$ cat src/rbvi_pkg.sv
// shared types, codes and fixed-point helpers for the rigid body integrator
// no dependencies
package rbvi_pkg;

  localparam int FRAC_BITS = 16;
  localparam int MIN_SPEED_SQ = 0;

  typedef logic signed [31:0] q_t;
  typedef logic signed [66:0] wide_t;

  typedef struct packed {
    q_t                 a;
    logic signed [32:0] b;
  } mul_req_t;

  localparam logic [3:0] FN_FORCE      = 4'd0;
  localparam logic [3:0] FN_TORQUE     = 4'd1;
  localparam logic [3:0] FN_FORCE_AT   = 4'd2;
  localparam logic [3:0] FN_IMPULSE    = 4'd3;
  localparam logic [3:0] FN_ANG_IMP    = 4'd4;
  localparam logic [3:0] FN_IMPULSE_AT = 4'd5;
  localparam logic [3:0] FN_SET_VEL    = 4'd6;
  localparam logic [3:0] FN_SET_SPIN   = 4'd7;
  localparam logic [3:0] FN_STEP       = 4'd8;
  localparam logic [3:0] FN_SET_POSE   = 4'd9;

  localparam logic [3:0] REG_TIME_STEP = 4'd0;
  localparam logic [3:0] REG_INV_MASS  = 4'd1;
  localparam logic [3:0] REG_INV_INERT = 4'd2;
  localparam logic [3:0] REG_WEIGHT    = 4'd3;
  localparam logic [3:0] REG_LIM_X     = 4'd4;
  localparam logic [3:0] REG_LIM_Y     = 4'd5;
  localparam logic [3:0] REG_LIM_ANG   = 4'd6;
  localparam logic [3:0] REG_FREEZE    = 4'd7;

  localparam logic [4:0] OP_VERLET_FIRST = 5'd0;
  localparam logic [4:0] OP_VERLET_LAST  = 5'd11;
  localparam logic [4:0] OP_SQ0          = 5'd12;
  localparam logic [4:0] OP_SQ1          = 5'd13;
  localparam logic [4:0] OP_ADV          = 5'd16;
  localparam logic [4:0] OP_ADV_LAST     = 5'd26;
  localparam logic [4:0] OP_ADV_END      = 5'd27;
  localparam logic [4:0] OP_LEV0         = 5'd28;
  localparam logic [4:0] OP_LEV1         = 5'd29;

  function automatic q_t sat32(input wide_t v);
    if (v > 67'sd2147483647) return 32'sh7fffffff;
    else if (v < -67'sd2147483648) return 32'sh80000000;
    else return v[31:0];
  endfunction

  function automatic q_t qshift(input wide_t v);
    wide_t s;
    s = v >>> FRAC_BITS;
    return sat32(s);
  endfunction

  function automatic q_t qadd(input q_t a, input q_t b);
    return sat32(67'(a) + 67'(b));
  endfunction

  function automatic q_t clamp_lim(input q_t v, input logic [63:0] lim);
    q_t lo;
    q_t hi;
    q_t r;
    lo = lim[31:0];
    hi = lim[63:32];
    r = v;
    if (r < lo) r = lo;
    if (r > hi) r = hi;
    return r;
  endfunction

endpackage

$ cat src/rbvi_mul.sv
// shared signed multiplier with registered full-width product
// depends on rbvi_pkg
module rbvi_mul (
  input  logic                clk,
  input  rbvi_pkg::mul_req_t  req,
  output logic signed [64:0]  prod
);

  always_ff @(posedge clk) begin
    prod <= 65'(req.a) * 65'(req.b);
  end

endmodule

$ cat config.mk
export PLATFORM = sky130hd
export DESIGN_NAME = rbvi_mul
export DESIGN_NICKNAME = d
export VERILOG_FILES = /design/src/rbvi_pkg.sv /design/src/rbvi_mul.sv
export SDC_FILE = /design/constraint.sdc
export NUM_CORES = 2
export LEC_CHECK = 0
export BUFFER_PORTS_ARGS = -buffer_cell sky130_fd_sc_hd__buf_2
export CAP_MARGIN = 5
export CORE_UTILIZATION = 60
export DETAILED_ROUTE_END_ITERATION = 10
export MAX_ROUTING_LAYER = met4
export PLACE_DENSITY = 0.77
export REMOVE_ABC_BUFFERS = 1
export SETUP_SLACK_MARGIN = 0.4
export SYNTH_ARGS = -nofsm -noshare
export SYNTH_HDL_FRONTEND = slang
export SYNTH_SLANG_ARGS = --single-unit
$ cat constraint.sdc
create_clock -name clk -period 9.5 [get_ports clk]
set_input_delay 0.475 -clock clk [delete_from_list [all_inputs] [get_ports clk]]
set_output_delay 0.475 -clock clk [all_outputs]
set_load 0.005 [all_outputs]
Word-level counts from Yosys, hierarchy flattened
Index checks and enable logic that the tools add are counted.
{"block": "op_classes", "mul": 1}
{"operator": "$mul 32x33->65", "n": 1}
{"block": "totals", "register_bits": 65, "in_bits": 66, "out_inout_bits": 65, "wordCells": 2}

Depth between registers and ports, before layout
{"block": "depth", "depth_word": 1, "ltp_mapped": 29, "ltp_nobuf": 27}

Worst setup path before layout
OpenSTA, ideal clock, no wires.
{"block": "synth_timing", "kind": "input-to-reg", "start": "input port req[32] (netlist name)", "end": "register prod[64]", "setup_time_ps": 72, "required_time_ps": 9428, "n_path_buf": 1, "slack_ps": 1681, "stages": 26, "arrival_time_ps": 7747, "path_cell_list": "clkbuf_1 -> nand2_1 -> inv_1 -> fa_1 -> inv_1 -> fa_1 -> inv_1 -> fa_1 -> fa_1 -> inv_1 -> fa_1 -> inv_1 -> fa_1 -> inv_1 -> fa_1 -> inv_1 -> fa_1 -> ha_1 -> and3_1 -> and2_1 -> a221o_1 -> a22o_1 -> a31oi_1 -> o311ai_1 -> o211ai_1 -> xnor2_1"}
{"block": "synth_via", "elab_chain_len": 1}
{"element": "start: declaration", "line_no": "rbvi_mul.sv:5", "source": "input rbvi_pkg::mul_req_t req,"}
{"element": "$mul 32x33->65", "line_no": "rbvi_mul.sv:10", "source": "prod <= 65'(req.a) * 65'(req.b);"}
{"element": "end signal: assignment", "line_no": "rbvi_mul.sv:10"}
{"element": "end: declaration", "line_no": "rbvi_mul.sv:6", "source": "output logic signed [64:0] prod"}
No other way between the ends.

Worst setup path after layout
{"block": "layout_timing", "start": "input port req[10] (netlist name)", "end": "register prod[61]"}
Same word-level chain as after synthesis.

==> metrics.md <==
| Metric | Value |
|---|---|
| Status | completed |
| Layout cells sized above 1 | 0.04910 |
| Placer Congestion | 1.031 |
| Total track usage | 0.3656 |
| WHS Endpoint | prod[0]$_DFF_P_ |
| WHS Path Cells | 2 |
| Port bufs | 130 |
| Gate Count Post-Synth | 4,014 |
| DP HPWL | 82,180 um |
| Required @ worst endpoint | 9760 ps |
| Core Area | 63,080 sq um |
| Starting Density | 0.6064 |
| Post-route cell area | 39,860 sq um |
| Cts hold-fix bufs | 0 |
| Maxcap violations | 0 |
| CTS tree | built |
| Setup TNS | 0 ps |
| Vias | 27,285 |
| Die W | 254.5 um |
| CP max FO | 33 |
| Post-cts resize count | 0 |
| Global route total overflow | 0 |
| Row count | 92 |
| CTS Buffer Depth | 2 |
| Worst Setup Path Type | in -> reg |
| Leading area contributor after synthesis | fa_1 |
| Pre-antenna DRT Iters | 6 |
| Crit path DAT | 8990 ps |
| Hold path start | req[0] |
| Vias/cell | 5.633 |
| I/O pin count | 131 |
| Share of the synthesized area in the top cell type | 0.5820 |
| H-tree depth | 3 |
| Clk root buf | clkbuf_16 |
| Placed Cells | 4,822 |
| Post-synth ARST share | 0 |
| Cell area after synthesis | 38,250 sq um |
| Die ar. | 64,760 sq um |
| Synth Flop Type | dfxtp_1 |
| Non-Filler Instances | 4,844 |
| Register area share after synthesis | 0.03402 |
| Final ANT Viol Nets | 0 |
| First-pass GRT wire length | 169,200 um |
| Endpoints failing setup | 0 |
| Syn Area/Cell | 9.529 sq um |
| CP Launch Type | primary input |
| Largest regs | prod (65) |
| Drt total wl | 105,300 um |
| Detailed-route DRC error count | 0 |
| Relative slew slack | 0.2541 |
| Fmax | 114.6 MHz |
| Hold WC Path Type | in -> reg |
| Die Span Y | 254.5 um |
| EDFF count, synth | 0 |
| Antenna violations before repair | 9 |
| Largest register FFs | 65 |
| Final Hold Viols | 0 |
| Yosys warning count | 0 |
| Largest net degree at the start of global routing | 34 |
| Most flop-heavy register | prod |
| Worst-Margin Slew | 1091 ps |
| Fin crit share | 0.9188 |
| Vias in the first global route | 30,239 |
| Total CTS buffers | 9 |
| Clock sinks | 65 |
| Register bit total from synthesis | 65 |
| Critical Path End Type | flop |
| Post-layout min period | 8729 ps |
| DRT iter0 DRCs | 2,171 |
| Cell Area, Placed | 39,490 sq um |
| Max-slew violation count | 0 |
| DR WL/cell | 21.74 um |
| RSZ-0062 raised after global routing | no |
| Post-CTS Setup Bufs | 0 |
| Area delta synth->final | 4.200% |
| Clock transition at the registers of the reported paths | 60 ps |
| Top cells by area, synth | fa_1 58%, inv_1 9.7%, and2_1 8.7% |
| Netlist cell types | 55 |
| Fin nets | 5,351 |
-- how the worst max path moves through the flow --
stage	startpoint	endpoint	slack, ps	cells after the start
after floorplan	req[32]	prod[64]$_DFF_P_	1920	23
after global placement	req[41]	prod[61]$_DFF_P_	610	26
after detailed placement	req[10]	prod[61]$_DFF_P_	560	25
after CTS	req[10]	prod[61]$_DFF_P_	950	25
after global routing	req[41]	prod[61]$_DFF_P_	450	26
final	req[10]	prod[61]$_DFF_P_	770	25
-- per-stage QoR --
stage | worst slack (ps) | utilization | hold WS [ps]
4_1_cts | 953.6 | 0.6316 | 653.5
5_1_grt | 450.3 | 0.6318 | 735.2
3_3_place_gp | 609.5 | 0.6260 | 850.3
2_1_floorplan | 1916 | - | 596.7
3_5_place_dp | 563.9 | 0.6260 | 851.0
6_report | 771.0 | 0.6318 | 719.6
-- per-layer routing --
metal,wire length [um],up-vias,part of all wire,GRT usage
li1,-,11363,-,-
met1,38040,14181,0.36,0.4427
met2,49480,1429,0.47,0.5685
met3,11390,312,0.11,0.09573
met4,6372,0,0.061,0.1836
met5,0,-,0,-
-- synthesized netlist by cell type (3+ instances only) --
master / n
o21bai_1: 12
a2111oi_0: 3
a21oi_1: 70
nor2b_1: 6
dfxtp_1: 65
and2_1: 531
o21ai_0: 25
clkbuf_1: 210
a31oi_1: 8
o21ai_1: 6
nor3_1: 5
nand3_1: 12
a211oi_1: 4
inv_1: 989
o31ai_1: 6
nor2_1: 47
ha_1: 186
o21a_1: 6
fa_1: 1112
o211ai_1: 4
xor2_1: 27
and3_1: 8
nand2_1: 536
nand2b_1: 11
xnor2_1: 47
a21o_1: 30
nand4_1: 12
-- cell usage in the layout (no fill, tap or decap), types with 5 or more instances in the layout --
master / instances
o21bai_1: 12
and2_1: 531
clkbuf_16: 9
o31ai_1: 6
buf_4: 43
diode_2: 6
o21ai_1: 6
a21o_1: 30
nand4_1: 12
nor2_1: 47
nand2_1: 536
xnor2_1: 47
a21oi_1: 70
xor2_1: 27
ha_1: 186
fa_1: 1112
nand3_1: 12
a31oi_1: 8
and3_1: 8
nand2b_1: 11
nor2b_1: 6
o21ai_0: 25
inv_1: 989
nor3_1: 5
buf_2: 130
dfxtp_1: 65
o21a_1: 6
-- cell families after synthesis --
group / Yosys count / synth area share
adders and majority gates: 1298 / 0.6429
buffers and inverters: 1200 / 0.1178
and+or+nand+nor: 1175 / 0.1537
AOI/OAI and AO/OA: 202 / 0.03468
xor gates and xnor gates: 74 / 0.01694
DFF: 65 / 0.03402
-- worst max-delay path, cell delays in order --
cell and delay [ps]:
buf_2 680, and2_1 250, fa_1 430, fa_1 460, fa_1 560, inv_1 60
fa_1 480, inv_1 50, fa_1 500, inv_1 50, fa_1 520, inv_1 50
fa_1 490, fa_1 430, ha_1 350, a21o_1 210, a31oi_1 210, nor2_1 130
a211oi_1 340, a21oi_1 180, o2111ai_1 640, nand2_1 220, a2111oi_0 770, o41ai_1 220
xor2_1 170
-- layout make-up --
class	instances	area, sq um
inverter	989	3712
timing repair buffer	173	973.4
clock buffer	10	239.0
fill	5275	23220
clock inverter	6	112.6
antenna	6	15.01
tap	846	1059
sequential	65	1301
multi-input combinational	2749	32440
Power is left out: the tool's default activity adds up to more than one toggle a clock period on the data nets, which glitch-free logic cannot reach.
